$ cat config.mk
export PLATFORM = sky130hd
export DESIGN_NAME = ascii_command_frame_parser_unit
export DESIGN_NICKNAME = d
export VERILOG_FILES = /design/src/acfp_pkg.sv /design/src/acfp_step.sv /design/src/acfp_out_skid.sv /design/src/ascii_command_frame_parser_unit.sv
export VERILOG_INCLUDE_DIRS = /design/src /design/src/src
export SDC_FILE = /design/constraint.sdc
export NUM_CORES = 1
export LEC_CHECK = 0
export ABC_AREA = 1
export BUFFER_PORTS_ARGS = -buffer_cell sky130_fd_sc_hd__buf_2
export CAP_MARGIN = 15
export CORE_UTILIZATION = 55
export CTS_CLUSTER_SIZE = 8
export DETAILED_ROUTE_END_ITERATION = 12
export GPL_TIMING_DRIVEN = 0
export PLACE_DENSITY = 0.8
export SYNTH_ARGS = -nofsm -noshare
export SYNTH_HDL_FRONTEND = slang
export SYNTH_SLANG_ARGS = --single-unit
$ cat constraint.sdc
create_clock -name clk_i -period 3.1 [get_ports clk_i]
set_input_delay 0.31 -clock clk_i [delete_from_list [all_inputs] [get_ports clk_i]]
set_output_delay 0.31 -clock clk_i [all_outputs]
set_load 0.02 [all_outputs]
$ cat src/ascii_command_frame_parser_unit_assert.svh
// ----------------------------------------------------------------------------
// ascii command frame parser assertion macros
// shared concurrent assertion forms, clocked on clk_i, quiet during reset
// ----------------------------------------------------------------------------
`ifndef ASCII_COMMAND_FRAME_PARSER_UNIT_ASSERT_SVH
`define ASCII_COMMAND_FRAME_PARSER_UNIT_ASSERT_SVH

// same-cycle implication
`define ACFP_ASSERT_NOW(label, ante, cons) \
  label: assert property (@(posedge clk_i) disable iff (!rst_ni) (ante) |-> (cons)) \
    else $error("acfp assertion failed");

// next-cycle implication
`define ACFP_ASSERT_NEXT(label, ante, cons) \
  label: assert property (@(posedge clk_i) disable iff (!rst_ni) (ante) |=> (cons)) \
    else $error("acfp assertion failed");

`endif

$ cat src/acfp_pkg.sv
// ----------------------------------------------------------------------------
// acfp_pkg
// types and constants of the ascii command frame parser
// ----------------------------------------------------------------------------
package acfp_pkg;

  localparam int unsigned CountW = 6;

  localparam logic [7:0] CH_OPEN  = 8'h3C;  // '<'
  localparam logic [7:0] CH_CLOSE = 8'h3E;  // '>'
  localparam logic [7:0] CH_MINUS = 8'h2D;  // '-'
  localparam logic [7:0] CH_ZERO  = 8'h30;  // '0'
  localparam logic [7:0] CH_NINE  = 8'h39;  // '9'
  localparam logic [3:0] JOINT_MAX = 4'd3;

  // register indexes
  localparam logic REG_BOARD_ADDRESS = 1'b0;

  typedef enum logic [2:0] {
    PH_ADDR,
    PH_JOINT,
    PH_OPCODE,
    PH_VSTART,
    PH_DIGITS,
    PH_DONE
  } phase_e;

  typedef struct packed {
    logic              open;
    logic [CountW-1:0] count;
    phase_e            phase;
    logic [1:0]        joint;
    logic [7:0]        opcode;
    logic [15:0]       accum;
    logic              neg;
    logic              drop;
    logic              err;
  } chan_state_t;

  typedef struct packed {
    logic               channel;
    logic               status;
    logic [1:0]         joint;
    logic [7:0]         opcode;
    logic signed [15:0] value;
  } result_t;

endpackage

$ cat src/acfp_step.sv
// ----------------------------------------------------------------------------
// acfp_step
// one-byte update of a channel's parse state and the command it completes
// ----------------------------------------------------------------------------
module acfp_step #(
  parameter int MAX_LEN = 32
) (
  input  acfp_pkg::chan_state_t st_i,
  input  logic                  channel_i,
  input  logic [7:0]            data_byte_i,
  input  logic [3:0]            board_address_i,
  output acfp_pkg::chan_state_t st_o,
  output logic                  res_valid_o,
  output acfp_pkg::result_t     res_o
);
  import acfp_pkg::*;

  localparam logic [CountW-1:0] MaxCount = CountW'(MAX_LEN);

  logic       is_digit;
  logic [3:0] digit;
  logic       handled;
  phase_e     ph;

  // ascii digits 0x30..0x39 carry their value in the low nibble
  assign is_digit = (data_byte_i >= CH_ZERO) && (data_byte_i <= CH_NINE);
  assign digit    = data_byte_i[3:0];

  // next state
  always_comb begin
    st_o    = st_i;
    handled = 1'b0;
    ph      = st_i.phase;
    if (data_byte_i == CH_OPEN) begin
      st_o       = '0;
      st_o.phase = PH_ADDR;
      st_o.open  = 1'b1;
      st_o.count = CountW'(1);
    end else if (st_i.open) begin
      if (st_i.count < MaxCount) begin
        st_o.count = st_i.count + CountW'(1);
        if (!st_i.drop && !st_i.err) begin
          // optional fields hand a non-digit on to the next field
          if (ph == PH_ADDR) begin
            if (is_digit) begin
              if (digit != board_address_i) st_o.drop = 1'b1;
              else                          st_o.phase = PH_JOINT;
              handled = 1'b1;
            end else begin
              ph = PH_JOINT;
            end
          end
          if (!handled && ph == PH_JOINT) begin
            if (is_digit) begin
              if (digit >= 4'd1 && digit <= JOINT_MAX) begin
                st_o.joint = digit[1:0];
                st_o.phase = PH_OPCODE;
              end else begin
                st_o.err = 1'b1;
              end
              handled = 1'b1;
            end else begin
              ph = PH_OPCODE;
            end
          end
          if (!handled) begin
            case (ph)
              PH_OPCODE: begin
                st_o.opcode = data_byte_i;
                st_o.phase  = PH_VSTART;
              end
              PH_VSTART: begin
                if (data_byte_i == CH_MINUS) begin
                  st_o.neg   = 1'b1;
                  st_o.phase = PH_DIGITS;
                end else if (is_digit) begin
                  st_o.accum = {12'd0, digit};
                  st_o.phase = PH_DIGITS;
                end else begin
                  st_o.phase = PH_DONE;
                end
              end
              PH_DIGITS: begin
                if (is_digit) begin
                  st_o.accum = (st_i.accum << 3) + (st_i.accum << 1) + {12'd0, digit};
                end else begin
                  st_o.phase = PH_DONE;
                end
              end
              default: begin
              end
            endcase
          end
        end
      end
      if (data_byte_i == CH_CLOSE) st_o.open = 1'b0;
    end
  end

  // completed command; '>' never touches value, sign or flags
  always_comb begin
    res_valid_o   = st_i.open && (data_byte_i == CH_CLOSE) && !st_i.drop;
    res_o.channel = channel_i;
    res_o.status  = st_i.err;
    res_o.joint   = st_i.err ? 2'd0 : st_o.joint;
    res_o.opcode  = st_i.err ? 8'd0 : st_o.opcode;
    if (st_i.err)      res_o.value = '0;
    else if (st_i.neg) res_o.value = -$signed(st_i.accum);
    else               res_o.value = $signed(st_i.accum);
  end

endmodule

$ cat src/acfp_out_skid.sv
// ----------------------------------------------------------------------------
// acfp_out_skid
// result register with one skid entry behind it
// ----------------------------------------------------------------------------
module acfp_out_skid (
  input  logic              clk_i,
  input  logic              rst_ni,
  input  logic              push_i,
  input  acfp_pkg::result_t res_i,
  output logic              full_o,
  output logic              out_valid_o,
  input  logic              out_stall_i,
  output acfp_pkg::result_t out_o
);
  import acfp_pkg::*;

  logic    main_valid_q, main_valid_d;
  logic    skid_valid_q, skid_valid_d;
  result_t main_q, main_d;
  result_t skid_q, skid_d;
  logic    pop;

  assign pop = main_valid_q && !out_stall_i;

  always_comb begin
    main_valid_d = main_valid_q;
    skid_valid_d = skid_valid_q;
    main_d       = main_q;
    skid_d       = skid_q;
    if (pop) begin
      if (skid_valid_q) begin
        main_d       = skid_q;
        skid_valid_d = 1'b0;
      end else begin
        main_valid_d = push_i;
        main_d       = res_i;
      end
    end else if (!main_valid_q) begin
      main_valid_d = push_i;
      main_d       = res_i;
    end else if (push_i) begin
      skid_valid_d = 1'b1;
      skid_d       = res_i;
    end
  end

  always_ff @(posedge clk_i or negedge rst_ni) begin
    if (!rst_ni) begin
      main_valid_q <= 1'b0;
      skid_valid_q <= 1'b0;
    end else begin
      main_valid_q <= main_valid_d;
      skid_valid_q <= skid_valid_d;
    end
  end

  always_ff @(posedge clk_i) begin
    main_q <= main_d;
    skid_q <= skid_d;
  end

  assign full_o      = skid_valid_q;
  assign out_valid_o = main_valid_q;
  assign out_o       = main_q;

endmodule

$ cat src/ascii_command_frame_parser_unit.sv
// ----------------------------------------------------------------------------
// ascii_command_frame_parser_unit
// two-channel parser of '<' [addr] [joint] opcode [value] '>' command frames
// ----------------------------------------------------------------------------
// output: an accepted '>' word's command enters the result register, or the skid entry while a stalled result holds it
// throughput: one word per cycle while in_stall_o is low, set by the combinational per-channel update
// in_stall_o rises only while both the result and skid registers hold commands
// reset: both channels closed and cleared, board_address 0, no result pending
// ----------------------------------------------------------------------------
module ascii_command_frame_parser_unit #(
  parameter int MAX_LEN = 32
) (
  input  logic               clk_i,
  input  logic               rst_ni,
  // configuration
  input  logic               psel,
  input  logic               penable,
  input  logic               pwrite,
  input  logic [2:0]         paddr,
  input  logic [31:0]        pwdata,
  output logic [31:0]        prdata,
  output logic               pready,
  // byte input
  input  logic               in_valid_i,
  output logic               in_stall_o,
  input  logic               channel_i,
  input  logic [7:0]         data_byte_i,
  // command output
  output logic               out_valid_o,
  input  logic               out_stall_i,
  output logic               channel_out_o,
  output logic               status_o,
  output logic [1:0]         joint_o,
  output logic [7:0]         opcode_o,
  output logic signed [15:0] value_o
);
  import acfp_pkg::*;

  logic [3:0]  board_address_q;
  chan_state_t st_q [2];
  chan_state_t st_nxt;
  logic        in_acc;
  logic        res_valid;
  result_t     res;
  result_t     out_res;
  logic        skid_full;
  logic        cfg_wr;

  // apb port: one register, always ready
  assign pready = 1'b1;
  assign cfg_wr = psel && penable && pwrite && pready;
  assign prdata = (paddr[2] == REG_BOARD_ADDRESS) ? {28'd0, board_address_q} : 32'd0;

  always_ff @(posedge clk_i or negedge rst_ni) begin
    if (!rst_ni) begin
      board_address_q <= 4'd0;
    end else if (cfg_wr && paddr[2] == REG_BOARD_ADDRESS) begin
      board_address_q <= pwdata[3:0];
    end
  end

  // a word is taken whenever the skid entry is free
  assign in_stall_o = skid_full;
  assign in_acc     = in_valid_i && !in_stall_o;

  // parse update of the addressed channel
  acfp_step #(
    .MAX_LEN(MAX_LEN)
  ) u_step (
    .st_i           (st_q[channel_i]),
    .channel_i      (channel_i),
    .data_byte_i    (data_byte_i),
    .board_address_i(board_address_q),
    .st_o           (st_nxt),
    .res_valid_o    (res_valid),
    .res_o          (res)
  );

  // per-channel parse registers, only the addressed channel moves
  always_ff @(posedge clk_i or negedge rst_ni) begin
    if (!rst_ni) begin
      st_q[0] <= '0;
      st_q[1] <= '0;
    end else if (in_acc) begin
      st_q[channel_i] <= st_nxt;
    end
  end

  // result register plus skid entry so a stalled command does not block input
  acfp_out_skid u_out (
    .clk_i      (clk_i),
    .rst_ni     (rst_ni),
    .push_i     (in_acc && res_valid),
    .res_i      (res),
    .full_o     (skid_full),
    .out_valid_o(out_valid_o),
    .out_stall_i(out_stall_i),
    .out_o      (out_res)
  );

  assign channel_out_o = out_res.channel;
  assign status_o      = out_res.status;
  assign joint_o       = out_res.joint;
  assign opcode_o      = out_res.opcode;
  assign value_o       = out_res.value;

  // checks
  `include "ascii_command_frame_parser_unit_assert.svh"

  // an error command carries nothing but its channel and status
  `ACFP_ASSERT_NOW(a_err_payload_zero, out_valid_o && status_o, (joint_o == 2'd0) && (opcode_o == 8'd0) && (value_o == 16'sd0))
  // the skid entry is only used behind a held result
  `ACFP_ASSERT_NOW(a_skid_behind_main, skid_full, out_valid_o)
  // an accepted '<' opens a fresh frame on channel 0
  `ACFP_ASSERT_NEXT(a_open_ch0, in_acc && !channel_i && (data_byte_i == CH_OPEN), st_q[0].open && (st_q[0].count == CountW'(1)) && !st_q[0].drop && !st_q[0].err)
  // an accepted '>' on channel 1 closes the frame
  `ACFP_ASSERT_NEXT(a_close_ch1, in_acc && channel_i && (data_byte_i == CH_CLOSE), !st_q[1].open)

endmodule
==> run metrics, run 1 <==
post-synthesis mux area share 0.00117; die area 16000 um2; Worst Setup Start Kind primary input; power per cell area 469 nW/um2; Mapped Area 8530 um2; compound-cell area share of the yosys netlist 0.0987; CTS Buf Count 17; Crit. End Element flop; status complete, no violations; initial antenna violation count 0; postcts setup bufs 0; first-pass GRT wire length 34500 um; EDFF count, synth 56; grt ovf 0; Design Power 4.60 mW; vias in the first global route 7144; Clk Latency, worst-skew pair 0.44 ns; vias per cell 5.43; Adder-Cell Fraction of Synth Area 0.0458; Clk Tree Root Cell clkbuf_16; Bufs on Longest Clock Path 2; drt pass-1 iters 5; XOR/XNOR share of the synthesized area 0.00616; final slew viol count 0; Final Hold Viols 0; synth unique cells 43; Worst EP arrival 3.22 ns; final setup skew 0.00877 ns; Top FF cell, synth dfrtp_1; post-DR wirelength/cell 14.6 um; Synthesis Warnings 0; CP max FO 10; # setup viols final 0; Final ANT Viol Nets 0; Synth Area in Simple Gates 0.309; All-Layer GR Usage 0.276; RSZ-0062 raised after global routing no; P&R area growth vs syn 14.9%; largest family of logic cells by synthesized area simple AND/OR/NAND/NOR gates; Avg Inst Size Synth 7.53 um2; PortBufs 54; period utilization 0.917; register bit total from synthesis 140; clk slew on worst S/H paths 0.07 ns; Synth Instances 1133; Final nets 1317; DRC Markers 0; min-delay worst type in2reg; Slew @ Worst Pin 1.03 ns; Clock Sinks 140; Peak supply drop 0.389 mV; CTS tree built; share of cells above drive strength 1 0.136; htree depth 4; WL final 21000 um; Die W 127 um; P_leak 4.97 nW; Post-DP HPWL 15500 um; CORE AREA 15100 um2; fin util 0.647; Highest Clock Rate 352 MHz; Synth top area share 0.246; CP Class in2reg; Site Rows 45; asr flop ratio synth 0.600; Synth area leader dfrtp_1; # diodes 0; maxcap violations 0; placer congestion estimate 0.895; DRT iter0 DRCs 736; Area contributors post-synth dfrtp_1 (25%), edfxtp_1 (20%), nand2_1 (16%); Max-slew headroom 0.312; die height 127 um; Initial Util 0.563; fin crit period 2.84 ns; Req. time, crit path 3.48 ns; I/O pins 114; largest net degree at the start of global routing 45; via count 7802; sequential-to-total area share from yosys stat 0.443
## critical path: stages
cell	delay [ns]
clkbuf_4	0.19
buf_6	0.18
buf_6	0.15
o21ai_1	0.37
inv_2	0.14
ha_1	0.30
ha_1	0.36
nand2_1	0.16
inv_1	0.05
a21oi_1	0.26
nor2_1	0.07
nor2_1	0.13
nand2_1	0.07
nand2_1	0.06
nand3_1	0.10
nand2_1	0.12
nand3_1	0.08
nand2_1	0.10
## what timing repair did
| action | CTS | global route |
|---|---|---|
| setup endpoints to repair | 3 | 8 |
| hold endpoints to repair | 40 | 0 |
| cloned | 0 | 0 |
| hold buffers | 1 | 0 |
| gates resized for setup | 1 | 5 |
## cell families (layout without fill, tap and decap cells)
kind of cell	Yosys count	in the layout
and+or+nand+nor	625	625
muxes	1	1
adders and majority gates	30	30
DFF	140	140
other	2	29
xor gates and xnor gates	6	6
buffers and inverters	175	264
AOI/OAI and AO/OA	154	154
## per-stage QoR
step	setup TNS (ns)	hold slack [ns]	cell area (um2)	cells	worst slack, ns
after floorplan	0	0.0144	8630	1160	0.439
after global placement	-11.35	0.456	9140	1402	-0.475
after detailed placement	-4.82	0.334	9180	1404	-0.495
after CTS	0	0.125	9790	1437	0.155
after global routing	0	0.159	9800	1437	0.00504
final	0	0.128	9800	1437	0.258
## worst paths after layout
| check | from | end | slack, ns | depth (start not counted) |
|---|---|---|---|---|
| min reg2reg | st_q[15] | st_q[15] | 0.48 | 2 |
| max in group asynchronous | rst_ni | st_q[50] | 2.04 | 3 |
| max reg2reg | st_q[42] | st_q[17] | 0.29 | 13 |
| min in group asynchronous | rst_ni | st_q[23] | 0.42 | 2 |
| min | pwdata[2] | board_address_q[2] | 0.13 | 3 |
| max | channel_i | st_q[18] | 0.26 | 18 |
## area by class of cell
type	instances	area (um2)
buffer	66	407
clock buffer	17	425
clock inverter	15	175
fill	1279	5340
inverter	109	409
multi-input combinational	845	4050
sequential	140	3780
tap	188	235
timing repair buffer	57	320
## flip-flops by register name, summed over array words and instances (netlist names)
signal and count:
u_out.out_o 28, st_q 78, u_out.full_o 1, board_address_q 4, u_out.out_valid_o 1, u_out.skid_q 28
## Yosys cell counts (2+ instances only)
| cell | number |
|---|---|
| or2_2 | 4 |
| dfrtp_1 | 84 |
| a21boi_0 | 2 |
| nand4_1 | 16 |
| clkinv_1 | 2 |
| fa_1 | 2 |
| o211ai_1 | 2 |
| a21oi_1 | 32 |
| o21a_1 | 2 |
| nor3_2 | 2 |
| xor2_1 | 5 |
| buf_6 | 5 |
| nand3b_1 | 2 |
| buf_2 | 5 |
| nand3_1 | 115 |
| inv_1 | 98 |
| clkbuf_1 | 25 |
| buf_4 | 30 |
| nor3_1 | 5 |
| o21ai_2 | 5 |
| edfxtp_1 | 56 |
| o21ai_4 | 3 |
| o21ai_1 | 48 |
| ha_1 | 28 |
| nor2_2 | 4 |
| nand2_2 | 6 |
| nand2_1 | 354 |
| nor2_1 | 109 |
| nand3_2 | 2 |
| conb_1 | 2 |
| inv_2 | 9 |
| o21ai_0 | 58 |
## layout by cell type (no fill, tap or decap), drive strengths merged, types with 2 or more instances in the layout
| cell | count |
|---|---|
| a21boi | 2 |
| a21oi | 32 |
| buf | 95 |
| bufinv | 2 |
| clkbuf | 44 |
| clkinv | 3 |
| clkinvlp | 2 |
| conb | 29 |
| dfrtp | 84 |
| edfxtp | 56 |
| fa | 2 |
| ha | 28 |
| inv | 117 |
| nand2 | 360 |
| nand3 | 117 |
| nand3b | 2 |
| nand4 | 17 |
| nor2 | 114 |
| nor3 | 7 |
| o211ai | 2 |
| o21a | 2 |
| o21ai | 114 |
| or2 | 6 |
| xor2 | 5 |
## power by group
part	internal, mW	total (mW)	switching (mW)
clock network	1.22	2.10	0.881
logic	0.171	0.516	0.345
registers	1.97	1.98	0.0116
total	3.36	4.60	1.24
## metal layers
metal / part of all wire / wire, um / vias to the layer above / global-route usage
li1: - / - / 3859 / -
met1: 0.43 / 9120 / 3533 / 0.366
met2: 0.46 / 9580 / 356 / 0.437
met3: 0.082 / 1730 / 54 / 0.0603
met4: 0.026 / 548 / 0 / 0.116
met5: 0 / 0 / - / 0
(Power assumes the default switching activity.)
==> inputs of run 2 (changes only) <==
--- a/config.mk
+++ b/config.mk
@@ -9,11 +9,13 @@
 export ABC_AREA = 1
 export BUFFER_PORTS_ARGS = -buffer_cell sky130_fd_sc_hd__buf_2
 export CAP_MARGIN = 15
-export CORE_UTILIZATION = 55
+export CORE_UTILIZATION = 50
 export CTS_CLUSTER_SIZE = 8
 export DETAILED_ROUTE_END_ITERATION = 12
 export GPL_TIMING_DRIVEN = 0
-export PLACE_DENSITY = 0.8
+export PLACE_DENSITY = 0.74
+export SKIP_LAST_GASP = 1
+export SLEW_MARGIN = 15
 export SYNTH_ARGS = -nofsm -noshare
 export SYNTH_HDL_FRONTEND = slang
 export SYNTH_SLANG_ARGS = --single-unit
==> run metrics, run 2 (same netlist as run 1, synthesis figures left out) <==
R2R depth 11; most frequent cells in the layout nand2_1 (354), nand3_1 (115), nor2_1 (108); Req. time, crit path 3.42 ns; Largest Register st_q; Non-Filler Instances 1468; P_int 3.29 mW; fin util 0.591; fin crit period 2.84 ns; # setup viols final 0; Initial Util 0.513; min-delay worst type in2reg; Max-slew headroom 0.289; htree depth 4; status complete, no violations; clk slew on worst S/H paths 0.07 ns; die height 133 um; Worst Setup Start Kind primary input; period utilization 0.915; Site Rows 47; Largest register FFs 78; FF-to-FF setup slack 0.31 ns; Crit Reg-Reg Startpoint st_q[42]; reg2reg end st_q[48]; post-route cell area 9840 um2; Final nets 1316; WHS Endpoint board_address_q[2]; post-DR wirelength/cell 14.4 um; RSZ-0062 raised after global routing no; postcts setup bufs 0; CP max FO 10; vias in the first global route 6933; final setup skew 0.0146 ns; Logic pwr share 0.114; register area 3780 um2; hold path depth 3; Clk Tree Root Cell clkbuf_16; Clk Latency, worst-skew pair 0.43 ns; Hold Path Origin pwdata[2]; Peak supply drop 0.372 mV; Worst EP arrival 3.16 ns; maxcap violations 0; WL final 21100 um; share of cells above drive strength 1 0.135; Slew @ Worst Pin 1.06 ns; largest net degree at the start of global routing 44; Clock Sinks 140; P_leak 4.96 nW; Sequential Power Share 0.435; first-pass GRT wire length 34600 um; I/O pins 114; CTS Buf Count 17; filler cell count 1505; Final Hold Viols 0; Die W 133 um; die area 17600 um2; Crit. End Element flop; Bufs on Longest Clock Path 2; via count 7688; Placed Area 9220 um2; CTS tree built; DRT iter0 DRCs 775; reported net switching power 1.26 mW; initial antenna violation count 0; clock power share 0.451; grt ovf 0; P&R area growth vs syn 15.3%; CORE AREA 16600 um2; CP Class in2reg; placer congestion estimate 0.907; Multi-input gate area 4050 um2; Highest Clock Rate 352 MHz; power per cell area 463 nW/um2; beginning of the critical path channel_i; dpl cells 1435; All-Layer GR Usage 0.251; vias per cell 5.24; PortBufs 54; # diodes 0; final slew viol count 0; Post-DP HPWL 15600 um; commonest non-fill, non-tap cell in the layout nand2_1; DRC Markers 0; Final ANT Viol Nets 0; drt pass-1 iters 8; Switching Fraction 0.277
==> run 2: changes by cell type in the layout (fill, tap and decap cells not counted), sizes merged <==
cell,change
clkbuf,-1
bufinv,-1
clkinv,+4
inv,-3
==> run 2: repair_timing <==
action,in CTS,in global routing
endpoints found under the setup margin,2,4
hold buffers,1,0
endpoints found under the hold margin,41,0
pin swaps,0,0
resized for setup,1,3
==> run 2: stage by stage <==
step / hold WS (ns) / setup slack, ns / setup TNS [ns] / total power, mW
2_1_floorplan: 0.0144 / 0.439 / 0 / 2.38
4_1_cts: 0.117 / 0.142 / 0 / 4.57
6_report: 0.128 / 0.262 / 0 / 4.55
5_1_grt: 0.139 / 0.0290 / 0 / 4.72
3_5_place_dp: 0.345 / -0.508 / -4.74 / 2.53
3_3_place_gp: 0.457 / -0.501 / -12.99 / 2.52
==> run 2: worst max path at each step <==
stage / endpoint / depth (start not counted)
finish: st_q[48] / 15
global route: st_q[57] / 18
CTS: st_q[57] / 19
detailed placement: st_q[57] / 18
global placement: st_q[57] / 18
floorplan: st_q[48] / 13
==> run 2: power by group through the flow <==
stage	Combinational (mW)	Clock, mW	Sequential, mW
floorplan	0.321	0	2.06
global placement	0.499	0	2.02
detailed placement	0.511	0	2.02
CTS	0.515	2.07	1.98
global route	0.577	2.16	1.99
finish	0.517	2.05	1.98
==> run 2: worst max-delay path, stage by stage <==
cell	delay [ns]
buf_2	0.23
buf_6	0.20
buf_6	0.17
nand2_1	0.08
o21ai_2	0.13
inv_2	0.15
fa_1	0.50
fa_1	0.51
nand3_1	0.11
nand3_1	0.13
or2_2	0.30
nand3_1	0.09
nand2_1	0.09
nand3_1	0.08
nand2_1	0.07
==> run 2: cell type report <==
cell class / count / area share
Tap cell: 220 / 0.0280
Clock inverter: 15 / 0.0178
Clock buffer: 17 / 0.0432
Sequential cell: 140 / 0.385
Inverter: 109 / 0.0416
Timing Repair Buffer: 56 / 0.0315
Multi-Input combinational cell: 845 / 0.412
Buffer: 66 / 0.0413
==> run 2: per-layer routing <==
metal,global-route usage,wire (um),vias to the layer above
met4,0.0830,352,0
met2,0.401,9810,302
met3,0.0356,1540,29
li1,-,-,3857
met1,0.351,9400,3500
met5,0,0,-
